--- src/sv/plid_pkg.sv ---
// Shared types and constants for the positional list block.
// Depends on nothing; imported by the cell and the top level.
package plid_pkg;

  localparam int DEPTH = 16;
  localparam int IW    = (DEPTH > 1) ? $clog2(DEPTH) : 1;
  localparam int CW    = $clog2(DEPTH + 1);
  localparam int CMPW  = (CW > 8) ? CW : 8;

  localparam logic [1:0] MODE_INSERT = 2'd0;
  localparam logic [1:0] MODE_DELETE = 2'd1;
  localparam logic [1:0] MODE_DUMP   = 2'd2;

  localparam logic [1:0] ST_OK    = 2'd0;
  localparam logic [1:0] ST_NOPOS = 2'd1;
  localparam logic [1:0] ST_FULL  = 2'd2;

  typedef enum logic [1:0] {
    CELL_HOLD   = 2'd0,
    CELL_INSERT = 2'd1,
    CELL_DELETE = 2'd2,
    CELL_ROTATE = 2'd3
  } cell_op_t;

  typedef struct packed {
    cell_op_t    op;
    logic [IW-1:0] pos;
    logic [CW-1:0] count;
    logic [31:0] value;
  } cell_cmd_t;

endpackage

--- src/sv/plid_cell.sv ---
// One storage cell of the positional list chain.
// Depends on plid_pkg for the broadcast command type.
module plid_cell
  import plid_pkg::*;
(
  input  logic          clk,
  input  logic [IW-1:0] cell_idx,
  input  cell_cmd_t     cmd,
  input  logic [31:0]   left_word,
  input  logic [31:0]   right_word,
  input  logic [31:0]   head_word,
  output logic [31:0]   word
);

  logic [31:0]   word_r, word_nxt;
  logic [CW-1:0] idx_c, nxt_c, pos_c;

  assign idx_c = CW'(cell_idx);
  assign nxt_c = idx_c + CW'(1);
  assign pos_c = CW'(cmd.pos);

  always_comb begin
    word_nxt = word_r;
    case (cmd.op)
      CELL_INSERT: begin
        if (idx_c == pos_c) word_nxt = cmd.value;
        else if (idx_c > pos_c && idx_c <= cmd.count) word_nxt = left_word;
      end
      CELL_DELETE: begin
        if (idx_c >= pos_c && nxt_c < cmd.count) word_nxt = right_word;
      end
      CELL_ROTATE: begin
        // close the ring at the last occupied cell
        if (nxt_c < cmd.count) word_nxt = right_word;
        else if (nxt_c == cmd.count) word_nxt = head_word;
      end
      default: word_nxt = word_r;
    endcase
  end

  always_ff @(posedge clk) begin
    word_r <= word_nxt;
  end

  assign word = word_r;

endmodule

--- src/sv/positional_list_insert_delete.sv ---
// Top level of the positional list: control, status and output register.
// Depends on plid_pkg and on plid_cell, one instance per list slot.
//
// Usage:
//   The input channel (in_valid/in_ready) takes one command item: mode,
//   position and value. The result channel (out_valid/out_ready) returns
//   status, entry, entry_valid, length and last for every result item.
//   Insert (mode 0) and delete (mode 1) shift the whole row of cells in
//   parallel in the accept cycle; their single result item shows up in the
//   cycle after acceptance, so they sustain one item per cycle while the
//   receiver keeps up.
//   Dump (mode 2) rotates the occupied cells one place per cycle past the
//   head cell and emits the head each cycle while the receiver keeps up:
//   n result items for n entries (one empty item for an empty list), last
//   set on the final one. The rotation ends with the list back in its
//   original order. Input is held off during a dump.
//   Mode 3 answers one ok item and changes nothing.
//   Reset (rst_n low, synchronous) empties the list and drops any pending
//   result; cell contents are not cleared, only the count.
//   When the receiver stalls, the output register holds its item and the
//   block stops accepting input and stops rotating until it is taken.
module positional_list_insert_delete
  import plid_pkg::*;
(
  input  logic              clk,
  input  logic              rst_n,
  input  logic              in_valid,
  output logic              in_ready,
  input  logic [1:0]        in_mode,
  input  logic signed [7:0] in_position,
  input  logic signed [31:0] in_value,
  output logic              out_valid,
  input  logic              out_ready,
  output logic [1:0]        out_status,
  output logic signed [31:0] out_entry,
  output logic              out_entry_valid,
  output logic [4:0]        out_length,
  output logic              out_last
);

  typedef enum logic [1:0] {
    S_IDLE = 2'b01,
    S_DUMP = 2'b10
  } state_t;

  state_t        state_r, state_nxt;
  logic [CW-1:0] count_r, count_nxt;
  logic [IW-1:0] dump_idx_r, dump_idx_nxt;

  logic          out_valid_r, out_valid_nxt;
  logic [1:0]    out_status_r, out_status_nxt;
  logic [31:0]   out_entry_r, out_entry_nxt;
  logic          out_entry_valid_r, out_entry_valid_nxt;
  logic [CW-1:0] out_length_r, out_length_nxt;
  logic          out_last_r, out_last_nxt;

  logic          slot_free, in_fire;
  logic          pos_nonneg, list_full, ins_ok, del_ok, dump_last;
  logic [CMPW-1:0] pos_mag, cnt_ext;
  cell_cmd_t     cmd;
  logic [31:0]   cell_word [DEPTH];

  // output slot is free when empty or being drained this cycle
  assign slot_free = !out_valid_r || out_ready;
  assign in_ready  = (state_r == S_IDLE) && slot_free;
  assign in_fire   = in_valid && in_ready;

  assign pos_nonneg = !in_position[7];
  assign pos_mag    = CMPW'(in_position[6:0]);
  assign cnt_ext    = CMPW'(count_r);
  assign list_full  = (count_r == CW'(DEPTH));
  assign ins_ok     = pos_nonneg && (pos_mag <= cnt_ext);
  assign del_ok     = pos_nonneg && (pos_mag != '0) && (pos_mag <= cnt_ext);
  assign dump_last  = (CW'(dump_idx_r) + CW'(1)) == count_r;

  always_comb begin
    state_nxt           = state_r;
    count_nxt           = count_r;
    dump_idx_nxt        = dump_idx_r;
    out_valid_nxt       = out_valid_r && !out_ready;
    out_status_nxt      = out_status_r;
    out_entry_nxt       = out_entry_r;
    out_entry_valid_nxt = out_entry_valid_r;
    out_length_nxt      = out_length_r;
    out_last_nxt        = out_last_r;
    cmd.op              = CELL_HOLD;
    cmd.pos             = '0;
    cmd.count           = count_r;
    cmd.value           = in_value;

    case (state_r)
      S_IDLE: begin
        if (in_fire) begin
          out_valid_nxt       = 1'b1;
          out_status_nxt      = ST_OK;
          out_entry_nxt       = '0;
          out_entry_valid_nxt = 1'b0;
          out_length_nxt      = count_r;
          out_last_nxt        = 1'b1;
          case (in_mode)
            MODE_INSERT: begin
              if (!ins_ok) begin
                out_status_nxt = ST_NOPOS;
              end else if (list_full) begin
                out_status_nxt = ST_FULL;
              end else begin
                cmd.op         = CELL_INSERT;
                cmd.pos        = IW'(pos_mag);
                count_nxt      = count_r + CW'(1);
                out_length_nxt = count_nxt;
              end
            end
            MODE_DELETE: begin
              if (!del_ok) begin
                out_status_nxt = ST_NOPOS;
              end else begin
                cmd.op         = CELL_DELETE;
                cmd.pos        = IW'(pos_mag - CMPW'(1));
                count_nxt      = count_r - CW'(1);
                out_length_nxt = count_nxt;
              end
            end
            MODE_DUMP: begin
              // empty list answers the single default item; else stream
              if (count_r != '0) begin
                out_valid_nxt = 1'b0;
                dump_idx_nxt  = '0;
                state_nxt     = S_DUMP;
              end
            end
            default: ;
          endcase
        end
      end
      S_DUMP: begin
        if (slot_free) begin
          // emit the head, then rotate the ring one place
          cmd.op              = CELL_ROTATE;
          out_valid_nxt       = 1'b1;
          out_status_nxt      = ST_OK;
          out_entry_nxt       = cell_word[0];
          out_entry_valid_nxt = 1'b1;
          out_length_nxt      = count_r;
          out_last_nxt        = dump_last;
          if (dump_last) begin
            state_nxt    = S_IDLE;
            dump_idx_nxt = '0;
          end else begin
            dump_idx_nxt = dump_idx_r + IW'(1);
          end
        end
      end
      default: state_nxt = S_IDLE;
    endcase
  end

  genvar gi;
  generate
    for (gi = 0; gi < DEPTH; gi++) begin : g_cell
      logic [31:0] left_w, right_w;
      if (gi == 0) begin : g_first
        assign left_w = '0;
      end else begin : g_mid_l
        assign left_w = cell_word[gi-1];
      end
      if (gi == DEPTH - 1) begin : g_last
        assign right_w = '0;
      end else begin : g_mid_r
        assign right_w = cell_word[gi+1];
      end
      plid_cell u_cell (
        .clk        (clk),
        .cell_idx   (IW'(gi)),
        .cmd        (cmd),
        .left_word  (left_w),
        .right_word (right_w),
        .head_word  (cell_word[0]),
        .word       (cell_word[gi])
      );
    end
  endgenerate

  always_ff @(posedge clk) begin
    if (!rst_n) begin
      state_r     <= S_IDLE;
      count_r     <= '0;
      dump_idx_r  <= '0;
      out_valid_r <= 1'b0;
    end else begin
      state_r     <= state_nxt;
      count_r     <= count_nxt;
      dump_idx_r  <= dump_idx_nxt;
      out_valid_r <= out_valid_nxt;
    end
  end

  always_ff @(posedge clk) begin
    out_status_r      <= out_status_nxt;
    out_entry_r       <= out_entry_nxt;
    out_entry_valid_r <= out_entry_valid_nxt;
    out_length_r      <= out_length_nxt;
    out_last_r        <= out_last_nxt;
  end

  assign out_valid       = out_valid_r;
  assign out_status      = out_status_r;
  assign out_entry       = out_entry_r;
  assign out_entry_valid = out_entry_valid_r;
  assign out_length      = 5'(out_length_r);
  assign out_last        = out_last_r;

  // count never exceeds the number of cells
  a_count_bound: assert property (@(posedge clk) disable iff (!rst_n)
    count_r <= CW'(DEPTH))
    else $error("entry count above depth");

  // a dump only runs over a non-empty list and never past its end
  a_dump_range: assert property (@(posedge clk) disable iff (!rst_n)
    (state_r == S_DUMP) |-> (count_r != '0) && (CW'(dump_idx_r) < count_r))
    else $error("dump index out of range");

  // a good insert grows the list by one
  a_insert_grow: assert property (@(posedge clk) disable iff (!rst_n)
    (in_fire && in_mode == MODE_INSERT && ins_ok && !list_full)
      |=> count_r == $past(count_r) + CW'(1))
    else $error("insert did not grow the list");

  // count holds during a dump
  a_dump_count: assert property (@(posedge clk) disable iff (!rst_n)
    (state_r == S_DUMP) |=> $stable(count_r))
    else $error("count changed during dump");

endmodule
--- config.mk ---
export PLATFORM = sky130hd
export DESIGN_NAME = positional_list_insert_delete
export DESIGN_NICKNAME = d
export VERILOG_FILES = /design/src/sv/plid_pkg.sv /design/src/sv/plid_cell.sv /design/src/sv/positional_list_insert_delete.sv
export SDC_FILE = /design/constraint.sdc
export NUM_CORES = 2
export LEC_CHECK = 0
export BUFFER_PORTS_ARGS = -buffer_cell sky130_fd_sc_hd__clkbuf_2
export CAP_MARGIN = 20
export CORE_UTILIZATION = 48
export DETAILED_ROUTE_END_ITERATION = 8
export GPL_TIMING_DRIVEN = 0
export SYNTH_ARGS = -nofsm -noshare
export SYNTH_HDL_FRONTEND = slang
export SYNTH_SLANG_ARGS = --single-unit
--- constraint.sdc ---
create_clock -name clk -period 8.7 [get_ports clk]
set_input_delay 2.175 -clock clk [delete_from_list [all_inputs] [get_ports clk]]
set_output_delay 2.175 -clock clk [all_outputs]
set_load 0.01 [all_outputs]
Word level (Yosys, flattened, before mapping)
Cells that the tools add are included.
Storage, ports and cells
  memories: 0
  output and inout bits: 43
  bits in registers: 565
  input bits: 46
  bits in writable memories: 0
  latch bits: 0
  bits in read-only memories: 0
Operators by class
  equal/unequal tests: 92
  mux-type cells: 143
  add/subtract/negate cells: 5
  order comparisons: 65
  bitwise logic cells: 0
  reduce and logical (&&, ||, !) cells: 68
  divide/modulo/power cells: 0
  multiply operators: 0
  shift operators: 0
Operators with widths (count)
  $mux 32: 81
  $pmux 32 s3: 16
  $ne 3x1->1 const B: 31
  $pmux 32 s2: 1
  $reduce_and 4->1: 16
  $eq 4x5->1 const A: 8
  $le 4x5->1 const A: 8
  $lt 4x5->1 const A: 8
  $logic_and 1x1->1: 38
  $ne 2x1->1 const B: 19
  $mux 5: 7
  $eq 4x4->1 const A: 8
  $ge 4x4->1 const A: 8
  $gt 4x4->1 const A: 8
  $mux 4: 6
  $eq 3x5->1 const A: 4
  $le 3x5->1 const A: 4
  $lt 3x5->1 const A: 4
  $mux 2: 10
  $pmux 5 s2: 2
  $eq 3x4->1 const A: 4
  $ge 3x4->1 const A: 4
  $gt 3x4->1 const A: 4
  $pmux 2 s2: 4
  other kinds (40): 70

Longest topological paths before layout
  word-level depth: 12
  depth in mapped cells: 13
  gate-level depth less buffers: 9

Modules after synthesis
From an unflattened synthesis, not the netlist that was laid out.
Unflattened totals
  cells, all modules: 4447
  area, all modules: 46093.0 um2
Modules (own cells, without submodules)
  plid_cell (g_cell[0].u_cell ...): instances 10, area each 2846.5 um2, cells an instance 270
  plid_cell (g_cell[6].u_cell ...): instances 4, area each 2303.5 um2, cells an instance 234
  positional_list_insert_delete: instances 1, area each 2916.5 um2, cells an instance 276
  plid_cell (g_cell[4].u_cell): instances 1, area each 2881.5 um2, cells an instance 270
  plid_cell (g_cell[5].u_cell): instances 1, area each 2616.3 um2, cells an instance 265

Worst setup path after synthesis
No wires, ideal clock.
  path kind: input to register
  from: input port in_position[3]
  to: register g_cell[15].u_cell.word_r[0] (enable)
  required time: 8220 ps
  stages on the path: 9
  path slack: 1359 ps
  data arrival time: 6861 ps
  library setup time: 480 ps
  path through: ha_1 > nor4bb_1 > nor4bb_1 > o21ba_2 > nor3_1 > nand4b_1 > buf_2 > buf_2 > a311oi_1
On the way
  word-level cells in the longest chain between the ends: 11
  elaborated cells on any way between the ends: 26
  classes of those cells: 1 x add/sub; 3 x order compare; 7 x eq/ne; 7 x mux; 8 x reduce/logical
Ends and longest elaborated chain
  start, declared: line positional_list_insert_delete.sv:30  | input logic signed [7:0] in_position,
  parallel branches: the longest is 4 deep, another holds $le 7x5->1
  $pmux 6 s2 *: line positional_list_insert_delete.sv:100  | case (in_mode)
  $mux 6 *: line positional_list_insert_delete.sv:93  | if (in_fire) begin
  $mux 4: line positional_list_insert_delete.sv:91  | case (state_r)
  $gt 4x4->1 or $ge 4x4->1 (tied branches): line plid_cell.sv:27, plid_cell.sv:30
  $logic_and 1x1->1 (on tied branches): line plid_cell.sv:27, plid_cell.sv:30
  $ne 3x1->1 (no line) or $ne 2x1->1 (tied branches)
  $reduce_and 4->1 (no line) *
  end signal, assigned: line plid_cell.sv:42  | word_r <= word_nxt;
  end, declared: line plid_cell.sv:15  | logic [31:0] word_r, word_nxt;
Every way passes the cells marked *.
A chain may end at the register's enable or synchronous reset.

Worst setup path in the final report
  from: input port in_position[3]
  to: register g_cell[13].u_cell.word_r[15] (enable)
On the way
  word-level cells in the longest chain between the ends: 11
  elaborated cells on any way between the ends: 26
  classes of those cells: 1 x add/sub; 3 x order compare; 7 x eq/ne; 7 x mux; 8 x reduce/logical
Ends and longest elaborated chain (line)
  parallel branches: the longest is 4 deep, another holds $le 7x5->1
  $pmux 6 s2 *: positional_list_insert_delete.sv:100
  $mux 6 *: positional_list_insert_delete.sv:93
  $mux 4: positional_list_insert_delete.sv:91
  $gt 4x4->1 or $ge 4x4->1 (tied branches): plid_cell.sv:27, plid_cell.sv:30
  $logic_and 1x1->1 (on tied branches): plid_cell.sv:27, plid_cell.sv:30
  $ne 3x1->1 (no line) or $ne 2x1->1 (tied branches)
  $reduce_and 4->1 (no line) *
  end signal, assigned: plid_cell.sv:42
  end, declared: plid_cell.sv:15
Marked as above.

==> parameters.txt <==
Parameter                              Value

Outcome
  Run status    finished clean

Place
  Detailed placement HPWL    103000 um
  Cell count after placement    about 3700
  Final weighted congestion of routability-driven global placement    around 1.0
  Placed cell areas    33700 sq um
  Port bufs    56
  Setup slack at placement    1.75 ns

Layout
  Fraction of final layout cells sized beyond drive strength 1    0.0909
  Final instance area    approximately 36000 sq um
  Number of non-filler instances in the completed layout    ~3900
  Nets    around 3000
  Post-synthesis to final-layout area growth    12.9%
  Utilization of the core after routing    0.551

Clock tree
  Number of H-tree levels    3
  Number of setup buffers added after CTS    0
  Clk sinks    ~570
  Clk Latency, worst-skew pair    0.63 ns
  Number of buffers added by the clock tree synthesis step    between 60 and 70
  Clock-pin slew on the worst setup and hold paths    about 0.060 ns
  Number of buffers on the longest clock path    3
  CTS tree    yes
  Clock tree root driver cell    clkbuf_16
  Number of hold-repair buffers added at the cts stage    0
  Post-cts gate resize count    0

Worst hold path
  Type of the worst min-delay path    reg2reg

Synthesis
  Synth unique cells    73
  Synthesized area    31600 sq um
  Dominant synthesized flop cell    edfxtp_1
  Number of flip-flops and latches in the synthesized netlist    between 500 and 600
  Number of instances in the synthesized netlist    2797
  Yosys warnings    0
  Proportion of register bits with asynchronous set or reset after synthesis    0
  Portion of the post-synthesis area used by sequential elements    0.532
  Count of flip-flops with a built-in enable after synthesis    553
  Net Count, Synth    about 2900
  Avg Inst Size Synth    around 11 sq um

Route
  Routed length per placed instance    about 38 um
  Final Routed Wirelength    about 150000 um
  Number of iterations in the first detailed-routing pass    6
  Via-per-instance ratio    7.24
  DRC errors left    0
  DR vias    27932
  Antenna Violating Nets Remaining    0
  Initial DRC Count    between 4000 and 5000

Power
  Switching share of power    0.319
  Total internal power    approximately 5.3 mW
  Sequential cell fraction of total power    0.445
  Total design power    slightly below 8 mW
  Switching power of the nets    2.47 mW
  Combinational fraction of design power    0.207
  VDD IR-drop max    0.164 mV
  Relative contribution of the clock network to total power    0.348
  Cell area power density    216 nW/um^2
  Static leakage power    approximately 11 nW

Global route
  Overall routing resource usage    0.427
  GRT Residual Overflow    0
  Pin count of the biggest net entering global routing    25
  Initial antenna violation count    2
  Wire length of the first global-routing pass    201000 um
  Number of global-route vias before repair    between 20000 and 30000

STA
  Endpoints failing hold    0
  Final Setup Violations    0
  RSZ-0062 raised after global routing    false
  PnR worst setup slack    2.22 ns
  Number of pins exceeding their max-slew limit in the final report    0
  Worst slew margin    0.105
  Post-Route Skew    0.0285 ns
  Setup TNS    0 ns
  Worst Max-Slew Pin Slew    1.34 ns
  Final period utilization    0.744
  Worst hold slack across all endpoints    ~0.52 ns
  Fmax    about 0.15 GHz
  Clock period minus worst slack    around 6.5 ns

Floorplanning
  Placeable core area    around 65000 sq um
  Die width    around 260 um
  Die span in y    between 200 and 300 um
  Die Outline Area    around 67000 sq um
  Floorplan row count    just over 90
  Total I/O pin count    89
  Starting density of the core    0.488

Job
  Max-capacitance violation count    0

Setup path
  CP Class    in2reg
  Largest fanout of any net on the critical path    17
  Data arrival, critical path    just under 7 ns
  Register-to-register path setup slack    2.85 ns
  Sort of element at the start of the critical path    input pin
  Worst Setup End Kind    register
  Required time at the worst-slack endpoint    ~9 ns
==> per-layer routing <==
metal  routed length, um  track usage
met5                  89      0.00712
met4                8850        0.238
met3               19100        0.129
met2               62200        0.630
met1               55200        0.559
==> final timing paths <==
check / endpoint / from / depth (start not counted)
hold / removal: state_r[1] / state_r[1] / 2
setup reg to reg: g_cell[13].u_cell.word[15] / count_r[1] / 12
hold reg to reg: state_r[1] / state_r[1] / 2
setup / recovery: g_cell[13].u_cell.word[15] / in_position[3] / 11
==> sequential cells by signal (all words and copies together) (netlist names) <==
name                flops
g_cell.u_cell.word    512
out_entry              32
count_r                 5
out_length              5
dump_idx_r              4
out_status              2
state_r                 2
out_entry_valid         1
out_last                1
out_valid               1
==> synthesized netlist by cell type, drive strengths merged (5+ instances only) <==
library cell,n,area (sq um)
a211oi,6,45.0
nor2,44,165
and2,78,488
nand3,14,75.1
and3,8,50.1
clkbuf,269,1010
a22oi,386,2900
nor3,16,110
or2,6,40.0
a31oi,8,50.1
o211ai,6,45.0
a221o,65,651
o211a,5,50.1
xnor2,8,70.1
dfxtp,12,240
edfxtp,553,16600
nand2b,5,31.3
nand2,144,541
o21ai,489,2450
mux2i,417,4170
buf,91,518
a21oi,35,175
ha,14,175
or3,5,31.3
a21boi,5,37.5
inv,15,56.3
a22o,32,280
==> worst max-delay path: stages <==
cell      delay, ns
clkbuf_2       0.12
ha_1           0.29
nor4bb_1       0.33
nor4bb_1       0.43
o21ba_2        0.30
nor3_1         0.61
nand4_1        0.82
buf_2          0.58
a22oi_1        0.25
o21a_2         0.59
buf_16         0.26
==> logic make-up (layout without fill, tap and decap cells) <==
group / count (synthesis) / after routing / share of synthesized area
fa+ha+maj: 14 / 14 / 0.00554
buf+inv: 376 / 581 / 0.0502
mux: 419 / 419 / 0.133
compound gates: 1067 / 1067 / 0.220
simple gates: 346 / 346 / 0.0565
xor+xnor: 10 / 10 / 0.00277
other cells: 0 / 2 / 0
flops: 565 / 565 / 0.532
==> power by group through the flow <==
stage	clock, mW	sequential [mW]	combinational [mW]
final	2.69	3.44	1.60
after global routing	2.76	3.46	1.65
after CTS	2.67	3.44	1.53
after detailed placement	0	3.49	1.52
after global placement	0	3.53	1.40
after floorplan	0	3.51	0.760
==> area by class of cell <==
| class | instances | area (sq um) |
|---|---|---|
| timing repair buffer | 88 | 883 |
| sequential | 565 | 16800 |
| tap | 855 | 1070 |
| antenna | 2 | 5.00 |
| clock inverter | 36 | 220 |
| multi-input combinational | 1856 | 13400 |
| buffer | 360 | 1530 |
| inverter | 16 | 60.1 |
| fill | 5665 | 29100 |
| clock buffer | 81 | 1770 |
==> cells in the final DEF (no fill, tap or decap), types with 6 or more instances in the layout <==
cell type	instances
a21oi_1	29
a221o_1	65
a22o_1	32
a22oi_1	386
a31oi_1	7
and2_1	77
and3_1	7
buf_1	32
buf_12	8
buf_16	9
buf_2	30
buf_4	22
buf_6	14
buf_8	8
clkbuf_1	279
clkbuf_16	69
clkbuf_2	58
clkinv_1	25
clkinv_2	6
dfxtp_1	12
edfxtp_1	553
ha_1	14
inv_1	15
mux2i_1	417
nand2_1	144
nand3_1	13
nor2_1	42
nor3_1	9
nor3_2	7
o211ai_1	6
o21ai_0	440
o21ai_1	47
xnor2_1	8
Note: power is estimated with default switching activity, not from simulation.
